File: config.mk
export PLATFORM = sky130hd
export DESIGN_NAME = htd_out_buf
export DESIGN_NICKNAME = d
export VERILOG_FILES = /design/src/hw/rtl/htd_pkg.sv /design/src/hw/rtl/htd_out_buf.sv
export VERILOG_INCLUDE_DIRS = /design/src /design/src/hw/rtl
export SDC_FILE = /design/constraint.sdc
export NUM_CORES = 1
export LEC_CHECK = 0
export ABC_AREA = 1
export BUFFER_PORTS_ARGS = -buffer_cell sky130_fd_sc_hd__buf_2
export CORE_MARGIN = 2
export CORE_UTILIZATION = 43
export DETAILED_ROUTE_END_ITERATION = 10
export GPL_ROUTABILITY_DRIVEN = 0
export PLACE_DENSITY = 0.72
export SLEW_MARGIN = 20
export SYNTH_ARGS = -nofsm -noshare
export SYNTH_HDL_FRONTEND = slang
export SYNTH_SLANG_ARGS = --single-unit
File: constraint.sdc
create_clock -name clk -period 1.5 [get_ports clk]
set_input_delay 0.225 -clock clk [delete_from_list [all_inputs] [get_ports clk]]
set_output_delay 0.225 -clock clk [all_outputs]
set_load 0.02 [all_outputs]
File: src/hw/rtl/huffman_tree_load_and_decode_assert.svh
// ============================================================================
// Huffman tree loader and decoder: assertion macros
// Short forms for the concurrent checks used in the RTL modules. Each macro
// expects signals named clk and rst_n in the module that uses it.
// ============================================================================
`ifndef HUFFMAN_TREE_LOAD_AND_DECODE_ASSERT_SVH
`define HUFFMAN_TREE_LOAD_AND_DECODE_ASSERT_SVH

// Same-cycle implication, disabled while reset is asserted.
`define HTD_ASSERT_IMPL(label, ante, cons, msg) \
    label: assert property (@(posedge clk) disable iff (!rst_n) (ante) |-> (cons)) \
        else $error(msg);

// Next-cycle implication, disabled while reset is asserted.
`define HTD_ASSERT_NEXT(label, ante, cons, msg) \
    label: assert property (@(posedge clk) disable iff (!rst_n) (ante) |=> (cons)) \
        else $error(msg);

`endif

File: src/hw/rtl/htd_pkg.sv
// ============================================================================
// Huffman tree loader and decoder: shared package
// Sizes, request and status codes, and the types passed between modules.
// ============================================================================
`default_nettype none

package htd_pkg;

    localparam int SYMBOL_COUNT  = 256;
    localparam int NODE_CAPACITY = 511;
    localparam int STACK_DEPTH   = 256;

    localparam int SYM_W        = 8;
    localparam int SYM_CMP_W    = SYM_W + 1;
    localparam int IDX_W        = $clog2(NODE_CAPACITY);
    localparam int NODE_CNT_W   = $clog2(NODE_CAPACITY + 1);
    localparam int STACK_ADDR_W = $clog2(STACK_DEPTH);
    localparam int LEVEL_W      = $clog2(STACK_DEPTH + 1);
    localparam int PAY_W        = (IDX_W > SYM_W) ? IDX_W : SYM_W;

    // Request selector codes.
    localparam logic [1:0] REQ_INTERNAL = 2'd0;
    localparam logic [1:0] REQ_LEAF     = 2'd1;
    localparam logic [1:0] REQ_BIT      = 2'd2;
    localparam logic [1:0] REQ_NONE     = 2'd3;

    // Result status codes.
    localparam logic [1:0] STATUS_OK       = 2'd0;
    localparam logic [1:0] STATUS_TREE_ERR = 2'd1;
    localparam logic [1:0] STATUS_NO_TREE  = 2'd2;

    typedef logic [SYM_W-1:0]        sym_t;
    typedef logic [SYM_CMP_W-1:0]    sym_cmp_t;
    typedef logic [IDX_W-1:0]        idx_t;
    typedef logic [NODE_CNT_W-1:0]   cnt_t;
    typedef logic [STACK_ADDR_W-1:0] saddr_t;
    typedef logic [LEVEL_W-1:0]      level_t;
    typedef logic [PAY_W-1:0]        pay_t;

    // One child of an internal node: a leaf with its symbol, or the index
    // of another internal node.
    typedef struct packed {
        logic leaf;
        pay_t payload;
    } htd_desc_t;

    typedef struct packed {
        sym_t       symbol;
        logic [1:0] status;
    } htd_result_t;

    typedef struct packed {
        logic        valid;
        htd_result_t result;
    } htd_res_msg_t;

endpackage

`default_nettype wire

File: src/hw/rtl/htd_out_buf.sv
// ============================================================================
// Huffman tree loader and decoder: result buffer
// Output register plus a skid entry, so the core can take one more item
// while a result waits on the output.
// ============================================================================
`default_nettype none
`include "huffman_tree_load_and_decode_assert.svh"

module htd_out_buf (
    input  logic                  clk,
    input  logic                  rst_n,
    input  htd_pkg::htd_res_msg_t push_msg,
    input  logic                  res_ready,
    output logic                  res_valid,
    output htd_pkg::htd_result_t  res_data,
    output logic                  buf_ready
);

    logic                 main_valid_reg, main_valid_next;
    htd_pkg::htd_result_t main_reg, main_next;
    logic                 skid_valid_reg, skid_valid_next;
    htd_pkg::htd_result_t skid_reg, skid_next;
    logic                 take;

    assign take      = main_valid_reg && res_ready;
    assign buf_ready = !skid_valid_reg;
    assign res_valid = main_valid_reg;
    assign res_data  = main_reg;

    always_comb
    begin
        main_valid_next = main_valid_reg;
        main_next       = main_reg;
        skid_valid_next = skid_valid_reg;
        skid_next       = skid_reg;

        if (skid_valid_reg)
        begin
            if (take)
            begin
                main_next       = skid_reg;
                skid_valid_next = 1'b0;
            end
        end
        else if (!main_valid_reg || take)
        begin
            main_valid_next = push_msg.valid;
            main_next       = push_msg.result;
        end
        else if (push_msg.valid)
        begin
            skid_valid_next = 1'b1;
            skid_next       = push_msg.result;
        end
    end

    always_ff @(posedge clk or negedge rst_n)
    begin
        if (!rst_n)
        begin
            main_valid_reg <= 1'b0;
            skid_valid_reg <= 1'b0;
        end
        else
        begin
            main_valid_reg <= main_valid_next;
            skid_valid_reg <= skid_valid_next;
        end
    end

    always_ff @(posedge clk)
    begin
        main_reg <= main_next;
        skid_reg <= skid_next;
    end

    `HTD_ASSERT_IMPL(a_skid_behind_main, skid_valid_reg, main_valid_reg, "skid entry held without an output entry")
    `HTD_ASSERT_IMPL(a_no_push_when_full, push_msg.valid, !skid_valid_reg, "result pushed into a full buffer")

endmodule

`default_nettype wire

==> run summary <==
The count of pins over their slew limit is 0. The number of nets produced by synthesis was 80; the leakage power of the design was 0.486 nW. The logs give 0.113 ns for the worst hold margin and 1.27 ns for the required arrival time at the worst endpoint.

The region available for standard cell placement spans 1760 µm². The warning count from the yosys run came out at 0. The worst-path cell with the longest stage delay was dfrtp_2. The run gives 1.16 ns as the worst path arrival time. For the worst-skew pair, the clock arrives at the later sink with an insertion delay of 0.30 ns. Of all nets on the critical path, the largest fanout is 12. The mean routed wirelength per cell was 10.5 µm; the mean cell area of the mapped netlist was 12.5 µm².

The run gives 982 µV as the peak ir drop on the vdd network. Setup violations remaining at the end of the flow were counted as 0. Internal power comes to 1.31 mW.

The initial antenna violation count is 0, and the summed instance area of the synthesized netlist is 828 µm². The final layout contains 116 nets. The count of final hold-check violations came out at 0. Type of the worst min-delay path: in -> reg. The initialized floorplan defines 15 standard-cell rows. The switching share of total power came out at 0.360. The logs give 0.124 for the clock group share of total power and 9 for the number of library cell types mapped by synthesis.

For the number of global-route vias before repair, the log shows 499. The logs give 0.887 for the worst relative slew slack and 14 for the pin count of the biggest net entering global routing. The final cycle utilization of the critical path is 0.926, and the first-pass detailed-route iteration total is 4.

The worst path in the final design needs a cycle of 1.39 ns, including I/O delays and setup. Dividing total power by cell area gives a power density of 1950 nW/µm². The slew at the pin closest to its max-slew limit is 0.169 ns, and the post-route clock skew is 0.00460 ns. Leaving out fill and tap cells, the most frequent cell in the layout is nand2_1. For this run, the slowest stage of the critical path takes 0.46 ns. For the final core utilization, the log shows 0.599. Leaving out fill and tap cells, the most frequent cells in the layout are 36 x nand2_1, 25 x buf_2, 20 x edfxtp_1, 7 x buf_4. The flow ran to the end, and the final reports show no timing, DRC or antenna violations. Area growth from synthesis to final layout: 27.5%.

Together, buffers and inverters on the worst path number 3. The logs give 1.33 mm for the sum of routed wire length over all layers and 0.470 for the initial core utilization. The cell family contributing the most delay on the critical path is flip-flops.

Combinational cell fraction of total power: 0.385. The sequential element share of the synthesized area was 0.785; the final global-route overflow total was 0. The tools report the half-perimeter wire length after placement as 1.01 mm.

The category of the critical setup timing path was reg -> out. In this run, the number of DRC markers left after iteration 0 of detailed routing was 3. Total global-route track usage: 0.135. STA classifies the critical path endpoint as a primary output. Derived from the worst setup path, the maximum achievable clock frequency is 0.720 GHz. The run gives 66 as the number of instances in the synthesized netlist. The clock-pin slew reported for the worst setup and hold paths after clock tree synthesis is 0.11 ns. The die is 47.9 µm wide. In the final timing run, aggregate negative setup slack is 0 ns. Counting flops and latches in the post-synthesis netlist gives 22. The critical path goes through inv_2, buf_4, buf_2. The tools report the number of antenna cells inserted as 0.

The vertical die dimension is 47.9 µm, and the level count of the clock H-tree is 1. The number of port buffers works out to 25. The tools report the number of nets with antenna violations after routing as 0. Across all layers, the routed design uses 562 vias.

Clock tree root driver cell: clkbuf_4. For the global-route wire length before repair, the log shows 1.98 mm. STA classifies the critical path startpoint as a register.

The clock net in this run drives a total of 22 sinks. The die covers 2290 µm². Counting the buffers created by CTS gives 3.

TritonCTS built the clock tree. The sequential fraction of design power came out at 0.490. The average via count per standard cell was 4.46.

Setup repair after global routing left no endpoint under its margin. 26 I/O pins were placed. For the number of remaining DRC errors, the log shows 0. The clock passes through at most 2 buffers. The run gives 0 as the max-capacitance violation count.

The fraction of layout cells with a size suffix above 1 was 0.366; the net switching component of the power was 0.740 mW.
synth_stat cells:
cell type,number,area [µm²]
inv_2,1,3.75
nor2_1,3,11.3
o21ai_0,1,5.00
nand2_1,36,135
inv_1,1,3.75
edfxtp_1,20,601
buf_6,1,11.3
buf_4,1,7.51
dfrtp_1,2,50.1
final cells by class:
| type | count | area [µm²] |
|---|---|---|
| clock buffer | 3 | 22.5 |
| clock inverter | 1 | 3.75 |
| fill | 156 | 708 |
| inverter | 2 | 7.51 |
| multi-input combinational | 40 | 151 |
| sequential | 22 | 652 |
| tap | 25 | 31.3 |
| timing repair buffer | 33 | 188 |
stage by stage:
step / cell area (µm²) / total power, mW / cells / setup WS [ns]
after detailed placement: 1000 / 1.78 / 119 / 0.218
after global routing: 1060 / 2.21 / 126 / 0.0276
final: 1060 / 2.05 / 126 / 0.111
after global placement: 1000 / 1.76 / 119 / 0.260
after floorplan: 828 / 1.52 / 66 / 0.0799
after CTS: 1040 / 2.04 / 124 / 0.0189
routing by layer:
metal | up-vias | global-route usage | wire [µm] | share of wire
li1 | 285 | - | - | -
met2 | 13 | 0.243 | 760 | 0.57
met4 | 0 | 0.0811 | 12 | 0.0090
met3 | 2 | 0.0453 | 62 | 0.047
met5 | - | 0 | 0 | 0
met1 | 262 | 0.133 | 491 | 0.37
power by group through the flow:
| stage | clock network [mW] | registers (mW) | logic, mW |
|---|---|---|---|
| floorplan | 0 | 1.22 | 0.297 |
| global placement | 0 | 1.03 | 0.729 |
| detailed placement | 0 | 1.04 | 0.740 |
| CTS | 0.268 | 1.03 | 0.742 |
| global route | 0.296 | 1.03 | 0.883 |
| finish | 0.255 | 1.01 | 0.792 |
final timing paths:
path                                     start        endpoint  slack [ns]  cells past startpoint
worst max-delay path            skid_valid_reg       buf_ready        0.11                      3
worst min-delay path               push_msg[2]     skid_reg[2]        0.11                      1
worst max register to register  skid_valid_reg     skid_reg[5]        0.34                      4
worst min register to register     skid_reg[3]     res_data[3]        0.53                      2
max in group asynchronous                rst_n  skid_valid_reg        1.18                      2
min in group asynchronous                rst_n  skid_valid_reg        0.22                      2
cells by family after synthesis:
group,count (synthesis),synth area share
AND/OR/NAND/NOR,39,0.177
AO/OA/AOI/OAI,1,0.00604
buffers and inverters,4,0.0317
flip-flops,22,0.786
timing repair:
| action | in CTS | in global routing |
|---|---|---|
| setup buffers | 0 | 2 |
| endpoints found under the setup margin | 1 | 1 |
| gates resized for setup | 1 | 0 |
| hold buffers | 1 | 0 |
| hold endpoints to repair | 2 | 0 |
Note: power is estimated with default switching activity, not from simulation.
